<file path="config.mk">
export PLATFORM = sky130hd
export DESIGN_NAME = sem_queue
export DESIGN_NICKNAME = d
export VERILOG_FILES = /design/src/sv/sem_pkg.sv /design/src/sv/sem_queue.sv
export VERILOG_INCLUDE_DIRS = /design/src /design/src/sv
export SDC_FILE = /design/constraint.sdc
export NUM_CORES = 1
export LEC_CHECK = 0
export ABC_AREA = 1
export BUFFER_PORTS_ARGS = -buffer_cell sky130_fd_sc_hd__buf_2
export CORE_ASPECT_RATIO = 0.7
export CORE_MARGIN = 2
export CORE_UTILIZATION = 45
export DETAILED_ROUTE_END_ITERATION = 16
export PLACE_DENSITY = 0.74
export SLEW_MARGIN = 5
export SYNTH_ARGS = -nofsm -noshare
export SYNTH_HDL_FRONTEND = slang
export SYNTH_SLANG_ARGS = --single-unit
</file>
<file path="constraint.sdc">
create_clock -name clk -period 13.1 [get_ports clk]
set_input_delay 1.965 -clock clk [delete_from_list [all_inputs] [get_ports clk]]
set_output_delay 1.965 -clock clk [all_outputs]
set_load 0.02 [all_outputs]
</file>
<file path="src/sv/sobel_edge_magnitude_rgb_core_assert.svh">
// ----------------------------------------------------------------------------
// sobel edge core assertion macros
// concurrent checks that drop out of synthesis builds
// ----------------------------------------------------------------------------
`ifndef SOBEL_EDGE_MAGNITUDE_RGB_CORE_ASSERT_SVH
`define SOBEL_EDGE_MAGNITUDE_RGB_CORE_ASSERT_SVH
`ifndef SYNTHESIS
`define SEM_ASSERT(lbl, clk, rst, prop, msg) \
  lbl: assert property (@(posedge clk) disable iff (rst) (prop)) else $error(msg);
`define SEM_ASSERT_NEXT(lbl, clk, rst, ante, cons, msg) \
  lbl: assert property (@(posedge clk) disable iff (rst) (ante) |=> (cons)) else $error(msg);
`else
`define SEM_ASSERT(lbl, clk, rst, prop, msg)
`define SEM_ASSERT_NEXT(lbl, clk, rst, ante, cons, msg)
`endif
`endif

</file>
<file path="src/sv/sem_pkg.sv">
// ----------------------------------------------------------------------------
// sobel edge magnitude package
// shared types and constants of the sobel edge core
// ----------------------------------------------------------------------------
`timescale 1ns / 1ps
package sem_pkg;
  localparam int PIX_W  = 24;
  localparam int CH_W   = 8;
  localparam int NUM_CH = 3;
  localparam int GRAD_W = 11;
  localparam int SQ_W   = 21;
  localparam int FW_W   = 11;
  localparam int FH_W   = 12;
  localparam int CFG_W  = 12;

  localparam logic [SQ_W-1:0] SAT_LIMIT = 21'd65280;
  localparam logic [CH_W-1:0] MAG_MAX   = 8'd255;

  localparam logic [0:0] REG_FRAME_WIDTH  = 1'b0;
  localparam logic [0:0] REG_FRAME_HEIGHT = 1'b1;

  localparam logic [FW_W-1:0] FRAME_WIDTH_RST  = 11'd640;
  localparam logic [FH_W-1:0] FRAME_HEIGHT_RST = 12'd480;

  typedef logic [PIX_W-1:0] pix_t;

  // win[col][row], col 0 left, row 0 top
  typedef struct packed {
    pix_t [2:0][2:0] win;
    logic            row_end;
    logic            frame_end;
  } job_t;

  typedef struct packed {
    logic full;
    logic empty;
  } q_status_t;
endpackage

</file>
<file path="src/sv/sem_queue.sv">
// ----------------------------------------------------------------------------
// sem queue
// two entry job queue between the front and the magnitude unit
// ----------------------------------------------------------------------------
`timescale 1ns / 1ps
`include "sobel_edge_magnitude_rgb_core_assert.svh"
module sem_queue import sem_pkg::*; (
  input  logic      clk,
  input  logic      rst,
  input  logic      push,
  input  job_t      push_job,
  input  logic      pop,
  output job_t      pop_job,
  output q_status_t status
);
  job_t       entry [2];
  logic       wptr;
  logic       rptr;
  logic [1:0] count;

  assign status.full  = (count == 2'd2);
  assign status.empty = (count == 2'd0);
  assign pop_job      = entry[rptr];

  always_ff @(posedge clk) begin
    if (push) begin
      entry[wptr] <= push_job;
    end
  end

  always_ff @(posedge clk) begin
    if (rst) begin
      wptr  <= 1'b0;
      rptr  <= 1'b0;
      count <= '0;
    end else begin
      if (push) begin
        wptr <= ~wptr;
      end
      if (pop) begin
        rptr <= ~rptr;
      end
      if (push && !pop) begin
        count <= count + 2'd1;
      end else if (pop && !push) begin
        count <= count - 2'd1;
      end
    end
  end

  `SEM_ASSERT(a_no_overflow, clk, rst, !(push && status.full), "push into full queue")
  `SEM_ASSERT(a_no_underflow, clk, rst, !(pop && status.empty), "pop from empty queue")
  `SEM_ASSERT_NEXT(a_drain_empty, clk, rst, pop && !push && count == 2'd1, status.empty, "queue not empty after last pop")
  `SEM_ASSERT_NEXT(a_ptr_track, clk, rst, push && !pop && status.empty, wptr != rptr, "pointers out of step")
endmodule

</file>
==> key figures <==
Run status
  • Outcome: finished, final reports clean

Clocking
  • CTS Buf Count: 42
  • Clock tree sinks: 441
  • Clk_lat worst skew: 0.53 ns
  • CTS root buffer: clkbuf_16
  • Setup repair bufs after CTS: 0
  • Maximum buffer depth of the clock tree: 3
  • Reg clk slew, reported paths: 0.06 ns
  • CTS tree: done
  • Hold-fix buffers at CTS: 0
  • H-tree levels: 2
  • Post_cts resized: 0

Floorplan
  • Initial Util: between 40% and 50%
  • Die width: 232.1 microns
  • Die Y: 163.7 microns
  • Row cnt: 58
  • Core region area: approximately 36000 sq um
  • Die area: 37980 sq um
  • I/O pin cnt: roughly 440

Timing
  • Max_slew headroom: 25.70%
  • Worst slew pin tran: 1.115 ns
  • Unrepaired setup endpoints after global routing: false
  • Hold Fails Final Rpt: 0
  • Highest clock rate: 0.1804 GHz
  • Final setup viols: 0
  • Tmin final: about 5.5 ns
  • Final Cycle Share: between 40% and 50%
  • Final slew viol count: 0
  • Clock Skew: 0.02003 ns
  • Setup TNS: 0 ns

Logic synthesis
  • Predominant post-synthesis flop cell: edfxtp_1
  • Register area share after synthesis: around four fifths
  • Synthesized flop and latch total: 441
  • Mux share of post-synthesis cell area: approximately 17%
  • Most area-consuming cells after synthesis: edfxtp_1, mux2_4, mux2_2
  • Simple-gate share of the synthesized area: 0.3741%
  • Syn nets: approximately 930
  • Synth Area in Adders: less than 1%
  • Async SR Flop Fraction: 0%
  • Gate count of the mapped netlist: between 700 and 800
  • Synth Cell Area: approximately 16000 sq um
  • Post-synthesis xor/xnor area fraction: less than 1%
  • Top cells by count, synth: edfxtp_1, mux2_2, mux2_4, buf_2, buf_8
  • Top-count cell post-synth: edfxtp_1
  • Share of the synthesized area in the top cell type: 79.90%
  • Post-synth EDFFs: roughly 440
  • Compound-cell area share of the yosys netlist: less than 1%
  • Area leader, netlist: edfxtp_1
  • Largest family of logic cells by synthesized area: multiplexers
  • Netlist cell types: 18
  • Avg Cell Area, Syn: about 23 sq um
  • YS warnings: 0

Critical path
  • CP max stage cell: buf_4
  • Worst setup EP type: primary output
  • Reg2reg start: wptr
  • Setup CP Type: reg -> out
  • Critical path fanouts, max: 61
  • Startpoint types: flip-flop
  • CP max stage delay: 0.80 ns
  • Worst-path cell chain: buf_4 -> buf_4 -> mux2_2 -> buf_2
  • Crit path top cell by count: buf_4
  • WP data arrival: 3.58 ns
  • CP required: about 11 ns

Placement
  • Port Buf Inserts: 441
  • Gpl congestion: between 0.8 and 0.9
  • Post-DP HPWL: ~24000 microns
  • DP Area: 19040 sq um

Routing
  • Via count: 8303
  • DRC Markers: 0
  • Final antenna-violating net count: 0
  • Pre-Repair DR Iteration Count: 7
  • Routed WL per cell: 20.24 microns
  • Initial drt markers: 504
  • Final wirelength: 34410 microns
  • Vias per cell: 4.884

Power and ir drop
  • Comb pwr share: a little under an eighth
  • Pwr per Cell Area: 158.0 nW/um^2
  • Static Leak: roughly 7.9 nW
  • Sequential power share: approximately 52%
  • VDD IR max: 0.1378 mV
  • Pwr Total: ~3.2 mW
  • Sw power: about 0.75 mW
  • P_int: between 2 and 2.5 mW
  • Net Sw Frac: 23.17%
  • Clk pwr share: 36.4%

Job
  • Max-cap check violation count: 0

Final layout
  • Final Cell Area: 20410 sq um
  • Fillers: around 2700
  • Layout net count: 1403
  • Sequential cell area: 13200 sq um
  • Proportion of layout cells with a drive suffix above 1: 60.18%
  • Multi-input logic area: between 2000 and 3000 sq um
  • Area Growth Syn to Fin: 24.54%
  • Post-layout util: 56.81%

Hold path
  • Hold_sp: rptr
  • Min-Delay Path Class: reg -> reg

GRT
  • GRT Total Usage: 17.11%
  • Vias in the first global route: around 8600
  • Initial antenna violation count: 9
  • First-pass GRT wire length: 48690 microns
  • Largest net degree at the start of global routing: 90
  • Gr ovfl total: 0
cell families after synthesis:
kind of cell | after synthesis
DFF | 441
muxes | 218
buffers and inverters | 33
and+or+nand+nor | 15
AOI/OAI and AO/OA | 2
xor gates and xnor gates | 1
adders and majority gates | 1
path summary, 6_finish.rpt:
path	endpoint	depth (start not counted)	slack [ns]
setup / recovery	pop_job[2]	4	7.56
hold reg to reg	flip-flop	2	0.52
setup reg to reg	entry[0][150]	3	9.89
hold / removal	flip-flop	2	0.52
stage by stage:
step | instances | hold slack (ns) | setup WS (ns)
2_1_floorplan | 711 | 0.4799 | 1.180
4_1_cts | 1693 | 0.5172 | 7.514
6_report | 1700 | 0.5168 | 7.557
3_3_place_gp | 1616 | 0.4958 | 8.129
3_5_place_dp | 1616 | 0.5004 | 8.092
5_1_grt | 1696 | 0.5627 | 7.376
power by group through the flow:
stage	Combinational, mW	Sequential, mW	Clock, mW
final	0.388	1.66	1.17
after global routing	0.411	1.67	1.26
after detailed placement	0.390	1.69	0
after CTS	0.393	1.66	1.20
after floorplan	0.265	1.70	0
after global placement	0.385	1.69	0
flip-flops by register name, indices dropped and copies added, names as in the netlist, named ones only:
signal and flops:
wptr 1, count 2, rptr 1, entry 436
cell type report:
cell class              instances  share of cell area, %
multi-input cells             237                  14.36
clock buffers                  59                  6.020
diodes                          7                0.08583
well taps                     480                  2.943
inverters                       9                 0.2023
flip-flops and latches        441                  64.66
clock inverters                18                 0.6192
repair buffers                449                  11.11
routing by layer:
metal	vias to the layer above	track usage (%)	wire, microns
li1	3779	-	-
met1	4143	21.11	13560
met2	321	28.21	17070
met3	58	6.058	3081
met4	2	5.740	688
met5	-	0	13
cells in the final DEF (no fill, tap or decap), drive strengths merged:
cell      synthesis  routed
a21oi             1       1
clkinv            0      14
buf              24     449
clkinvlp          0       1
clkbuf            0      59
edfxtp          436     436
dfxtp             5       5
mux2            218     218
xnor2             1       1
nand3             1       1
o21ai             1       1
nor3              1       1
ha                1       1
nand2             5       5
diode             0       7
bufinv            0       1
nor2              7       7
inv               9      11
nand4             1       1
critical path: cells and delay by family, from the launching register on:
| kind | cells | cell delay, ns |
|---|---|---|
| buf+inv | 3 | 1.70 |
| mux | 1 | 0.41 |
| flops | 1 | 0.79 |
Note: power is estimated with default switching activity, not from simulation.
