**config.mk**
```make
export PLATFORM = sky130hd
export DESIGN_NAME = sem_back
export DESIGN_NICKNAME = d
export VERILOG_FILES = /design/src/sv/sobel_edge_magnitude_rgb_core_assert.svh /design/src/sv/sem_pkg.sv /design/src/sv/sem_back.sv
export SDC_FILE = /design/constraint.sdc
export NUM_CORES = 2
export LEC_CHECK = 0
export ABC_CLOCK_PERIOD_IN_PS = 51100
export BUFFER_PORTS_ARGS = -buffer_cell sky130_fd_sc_hd__buf_4
export CORE_MARGIN = 1.5
export CORE_UTILIZATION = 43
export CTS_CLUSTER_SIZE = 14
export DETAILED_ROUTE_END_ITERATION = 7
export HOLD_SLACK_MARGIN = 0.08
export PLACE_DENSITY = 0.59
export SLEW_MARGIN = 30
export SYNTH_ARGS = -nofsm -noshare
export SYNTH_HDL_FRONTEND = slang
export SYNTH_SLANG_ARGS = --single-unit
```
**constraint.sdc**
```tcl
create_clock -name clk -period 51.1 [get_ports clk]
set_input_delay 5.11 -clock clk [delete_from_list [all_inputs] [get_ports clk]]
set_output_delay 5.11 -clock clk [all_outputs]
set_load 0.03 [all_outputs]
```
**src/sv/sobel_edge_magnitude_rgb_core_assert.svh**
```systemverilog
// ----------------------------------------------------------------------------
// sobel edge core assertion macros
// concurrent checks that drop out of synthesis builds
// ----------------------------------------------------------------------------
`ifndef SOBEL_EDGE_MAGNITUDE_RGB_CORE_ASSERT_SVH
`define SOBEL_EDGE_MAGNITUDE_RGB_CORE_ASSERT_SVH
`ifndef SYNTHESIS
`define SEM_ASSERT(lbl, clk, rst, prop, msg) \
  lbl: assert property (@(posedge clk) disable iff (rst) (prop)) else $error(msg);
`define SEM_ASSERT_NEXT(lbl, clk, rst, ante, cons, msg) \
  lbl: assert property (@(posedge clk) disable iff (rst) (ante) |=> (cons)) else $error(msg);
`else
`define SEM_ASSERT(lbl, clk, rst, prop, msg)
`define SEM_ASSERT_NEXT(lbl, clk, rst, ante, cons, msg)
`endif
`endif

```
**src/sv/sem_pkg.sv**
```systemverilog
// ----------------------------------------------------------------------------
// sobel edge magnitude package
// shared types and constants of the sobel edge core
// ----------------------------------------------------------------------------
`timescale 1ns / 1ps
package sem_pkg;
  localparam int PIX_W  = 24;
  localparam int CH_W   = 8;
  localparam int NUM_CH = 3;
  localparam int GRAD_W = 11;
  localparam int SQ_W   = 21;
  localparam int FW_W   = 11;
  localparam int FH_W   = 12;
  localparam int CFG_W  = 12;

  localparam logic [SQ_W-1:0] SAT_LIMIT = 21'd65280;
  localparam logic [CH_W-1:0] MAG_MAX   = 8'd255;

  localparam logic [0:0] REG_FRAME_WIDTH  = 1'b0;
  localparam logic [0:0] REG_FRAME_HEIGHT = 1'b1;

  localparam logic [FW_W-1:0] FRAME_WIDTH_RST  = 11'd640;
  localparam logic [FH_W-1:0] FRAME_HEIGHT_RST = 12'd480;

  typedef logic [PIX_W-1:0] pix_t;

  // win[col][row], col 0 left, row 0 top
  typedef struct packed {
    pix_t [2:0][2:0] win;
    logic            row_end;
    logic            frame_end;
  } job_t;

  typedef struct packed {
    logic full;
    logic empty;
  } q_status_t;
endpackage

```
**src/sv/sem_back.sv**
```systemverilog
// ----------------------------------------------------------------------------
// sem back
// gradient, square sum and serial rounded root for three channels
// ----------------------------------------------------------------------------
`timescale 1ns / 1ps
module sem_back import sem_pkg::*; (
  input  logic            clk,
  input  logic            rst,
  input  q_status_t       q_status,
  output logic            pop,
  input  job_t            pop_job,
  output logic            out_valid,
  input  logic            out_ready,
  output logic [CH_W-1:0] edge_red,
  output logic [CH_W-1:0] edge_green,
  output logic [CH_W-1:0] edge_blue,
  output logic            row_end,
  output logic            frame_end
);
  typedef enum logic [5:0] {
    B_IDLE = 6'b000001,
    B_GRAD = 6'b000010,
    B_SQ   = 6'b000100,
    B_ROOT = 6'b001000,
    B_RND  = 6'b010000,
    B_OUT  = 6'b100000
  } bstate_t;

  bstate_t                  state;
  job_t                     job;
  logic signed [GRAD_W-1:0] gx [NUM_CH];
  logic signed [GRAD_W-1:0] gy [NUM_CH];
  logic signed [GRAD_W-1:0] gx_next [NUM_CH];
  logic signed [GRAD_W-1:0] gy_next [NUM_CH];
  logic [SQ_W-1:0]          s [NUM_CH];
  logic [SQ_W-1:0]          s_next [NUM_CH];
  logic [CH_W-1:0]          n [NUM_CH];
  logic [CH_W-1:0]          n_next [NUM_CH];
  logic [CH_W-1:0]          n_rnd [NUM_CH];
  logic [CH_W-1:0]          mask;
  logic                     load_out;

  assign pop      = (state == B_IDLE) && !q_status.empty;
  assign load_out = (state == B_OUT) && (!out_valid || out_ready);

  always_comb begin
    logic signed [GRAD_W-1:0] v [3][3];
    logic signed [21:0]       gx_sq;
    logic signed [21:0]       gy_sq;
    logic [CH_W-1:0]          t;
    logic [15:0]              tt;
    logic [16:0]              nn;
    for (int c = 0; c < NUM_CH; c++) begin
      for (int i = 0; i < 3; i++) begin
        for (int j = 0; j < 3; j++) begin
          v[i][j] = $signed({3'b000, job.win[i][j][(2 - c) * CH_W +: CH_W]});
        end
      end
      gx_next[c] = (v[2][0] + GRAD_W'(2) * v[2][1] + v[2][2]) -
                   (v[0][0] + GRAD_W'(2) * v[0][1] + v[0][2]);
      gy_next[c] = (v[0][2] + GRAD_W'(2) * v[1][2] + v[2][2]) -
                   (v[0][0] + GRAD_W'(2) * v[1][0] + v[2][0]);
      gx_sq      = gx[c] * gx[c];
      gy_sq      = gy[c] * gy[c];
      s_next[c]  = gx_sq[SQ_W-1:0] + gy_sq[SQ_W-1:0];
      t          = n[c] | mask;
      tt         = t * t;
      n_next[c]  = ({5'b00000, tt} <= s[c]) ? t : n[c];
      nn         = n[c] * n[c] + n[c];
      if (s[c] > SAT_LIMIT) begin
        n_rnd[c] = MAG_MAX;
      end else if (s[c] > {4'b0000, nn}) begin
        n_rnd[c] = n[c] + CH_W'(1);
      end else begin
        n_rnd[c] = n[c];
      end
    end
  end

  always_ff @(posedge clk) begin
    if (rst) begin
      state     <= B_IDLE;
      out_valid <= 1'b0;
    end else begin
      if (load_out) begin
        out_valid <= 1'b1;
      end else if (out_ready) begin
        out_valid <= 1'b0;
      end
      unique case (state)
        B_IDLE: begin
          if (!q_status.empty) begin
            job   <= pop_job;
            state <= B_GRAD;
          end
        end
        B_GRAD: begin
          gx    <= gx_next;
          gy    <= gy_next;
          state <= B_SQ;
        end
        B_SQ: begin
          s     <= s_next;
          for (int c = 0; c < NUM_CH; c++) begin
            n[c] <= '0;
          end
          mask  <= 8'h80;
          state <= B_ROOT;
        end
        B_ROOT: begin
          n    <= n_next;
          mask <= mask >> 1;
          if (mask == 8'h01) begin
            state <= B_RND;
          end
        end
        B_RND: begin
          n     <= n_rnd;
          state <= B_OUT;
        end
        B_OUT: begin
          if (load_out) begin
            edge_red   <= n[0];
            edge_green <= n[1];
            edge_blue  <= n[2];
            row_end    <= job.row_end;
            frame_end  <= job.frame_end;
            state      <= B_IDLE;
          end
        end
        default: state <= B_IDLE;
      endcase
    end
  end
endmodule

```
==> metrics.txt <==
initial DRC count 1671; post-route ant nets 0; Post-Route WL 115000 µm; mux share of post-synthesis cell area 0.000805; Netlist cell types 65; Root Buffer Master clkbuf_16; vias per cell 4.78; GP Congestion 0.831; Synth Area in Compound Gates 0.0541; Global Route Usage Sum 0.184; synthesized area per cell 10.5 µm²; Clock transition at path regs 0.06 ns; clk_skew 0.0366 ns; first-pass iteration count of the detailed router 6; CTS H-tree lvls 2; Synth Area in Simple Gates 0.0837; commonest non-fill, non-tap cell in the layout inv_1; final hold vios 0; die area 0.132 mm²; Clock Latency Late Sink 0.67 ns; post-CTS resize count 0; Least-Margin Pin Slew 0.929 ns; first-pass GRT wire length 194000 µm; drt wl/cell 15.6 µm; worst path arrival time 5.52 ns; Seq cells post-synth 388; Slew HR 0.381; VDD IR max 103 µV; final worst path period need 10.63 ns; CP Data Required Time 45.99 ns; chip height 364 µm; Area Overhead vs Synth 9.86%; Die W 364 µm; vias in the first global route 38289; fmax 94.1 MHz; Yosys top cell area share 0.372; Initial Util 0.433; RSZ-0062 raised after global routing no; CTS tree yes; cts-stage hold buffer count 0; Gate Count Post-Synth 5357; main combinational cell family by area after synthesis adder cells; Ys Warns 0; TritonCTS buffer count 53; Fillers 12047; HP Class reg -> reg; # Post-CTS Setup Buffers 0; DP Wirelength 96700 µm; Static Leakage 30.1 nW; Final Non-Filler Cells 7333; crit path launch type input port; initial antenna violation count 4; routed vias 35027; pin count of the biggest net entering global routing 65; Clock Path Buffers 3; Max FO, Critical Path 4; Synth area leader fa_1; Async SR Flop Fraction 0; placed cells 7231; GRT overflow 0; synthesized area 0.0560 mm²; Core Box Area 0.129 mm²; Final period util 0.208; adder-cell share of the synthesized area 0.503; final setup vio count 0; Mapped Nets 7209; clock sink count 388; max cap viols 0; power per cell area 51.0 mW/mm²; register area share after synthesis 0.207; final core utilization 0.476; FP Rows 132; Final nets 7397; Synth Area in XOR/XNOR 0.0416; Post-synth EDFFs 381; Place WS 40.46 ns; fin. max-slew vios 0; final worst setup slack 40.47 ns; I/O pin count 251; Setup CP Type in -> out; predominant post-synthesis flop cell edfxtp_1; IO Port Bufs 225; fraction of layout instances using a drive strength above 1 0.0624; total negative slack 0 ns; ranking of synthesized cells by area fa_1 (37%), edfxtp_1 (20%), ha_1 (13%); status finished, final reports clean; most frequent cells in the layout inv_1 (1525), fa_1 (1039), ha_1 (590); CP Capture Type output pin; DRC 0
cell families (layout without fill, tap and decap cells):
group / count (synthesis) / in the layout
buffers and inverters: 1633 / 1866
and+or+nand+nor: 948 / 948
xor gates and xnor gates: 266 / 266
muxes: 4 / 4
adders and majority gates: 1629 / 1629
AOI/OAI and AO/OA: 489 / 489
other: 0 / 1
DFF: 388 / 388
worst paths after layout:
kind | startpoint | end | slack [ns] | depth (start not counted)
setup reg to reg | n[11]$_DFFE_PP_ | n[11]$_DFFE_PP_ | 43.66 | 26
hold reg to reg | job[0]$_DFFE_PP_ | frame_end$_DFFE_PP_ | 0.42 | 0
setup / recovery | q_status[0] | pop | 40.47 | 3
hold / removal | job[0]$_DFFE_PP_ | frame_end$_DFFE_PP_ | 0.42 | 0
flip-flops by register name (all words and copies together), names as in the netlist:
name        flops
gx             33
edge_green      8
job           194
out_valid       1
mask            8
n              24
gy             33
s              63
edge_blue       8
row_end         1
frame_end       1
edge_red        8
state           6
per-layer routing:
metal | vias up | part of all wire | GRT usage
li1 | 16765 | - | -
met1 | 17577 | 0.45 | 0.250
met2 | 548 | 0.49 | 0.312
met3 | 133 | 0.044 | 0.0248
met4 | 4 | 0.019 | 0.0410
met5 | - | 0.00024 | 0
stage by stage:
step | cell area [µm²] | hold slack, ns | total power [mW]
finish | 61500 | 0.417 | 3.14
global route | 61500 | 0.425 | 3.50
global placement | 59600 | 0.404 | 2.72
detailed placement | 59600 | 0.405 | 2.76
CTS | 61500 | 0.419 | 3.18
floorplan | 56000 | 0.400 | 2.30
cell usage after synthesis, drive strengths merged (6+ instances only):
library cell / count
inv: 1526
fa: 1039
ha: 590
edfxtp: 381
nand2: 276
nor2: 218
xnor2: 188
and2: 182
a21oi: 141
o21ai: 137
clkbuf: 107
nor2b: 82
xor2: 78
a21o: 63
nor3: 40
nand2b: 28
o21a: 28
o21bai: 26
nand4: 24
nor4: 20
nand3: 16
a211oi: 14
and3: 13
o211ai: 12
or3: 10
a31oi: 9
or2: 8
dfxtp: 7
nand4b: 7
o22ai: 6
o31ai: 6
or4: 6
power by group:
| group | switching [mW] | leakage (nW) | internal, mW |
|---|---|---|---|
| Clock | 0.161 | 0.903 | 0.235 |
| Combinational | 1.22 | 25.6 | 1.01 |
| Sequential | 0.0148 | 3.58 | 0.503 |
final cells by class:
type | instances | area (µm²) | area share
sequential | 388 | 11600 | 0.188
multi-input combinational | 3336 | 38300 | 0.623
antenna | 1 | 2.50 | 0.0000407
clock buffer | 58 | 1350 | 0.0219
clock inverter | 42 | 529 | 0.00860
inverter | 1526 | 5730 | 0.0931
tap | 1742 | 2180 | 0.0354
timing repair buffer | 240 | 1840 | 0.0299
critical path, stage by stage:
cell    delay, ns
buf_4        0.13
nor2_1       0.10
buf_4        0.18
Note: power is estimated with default switching activity, not from simulation.
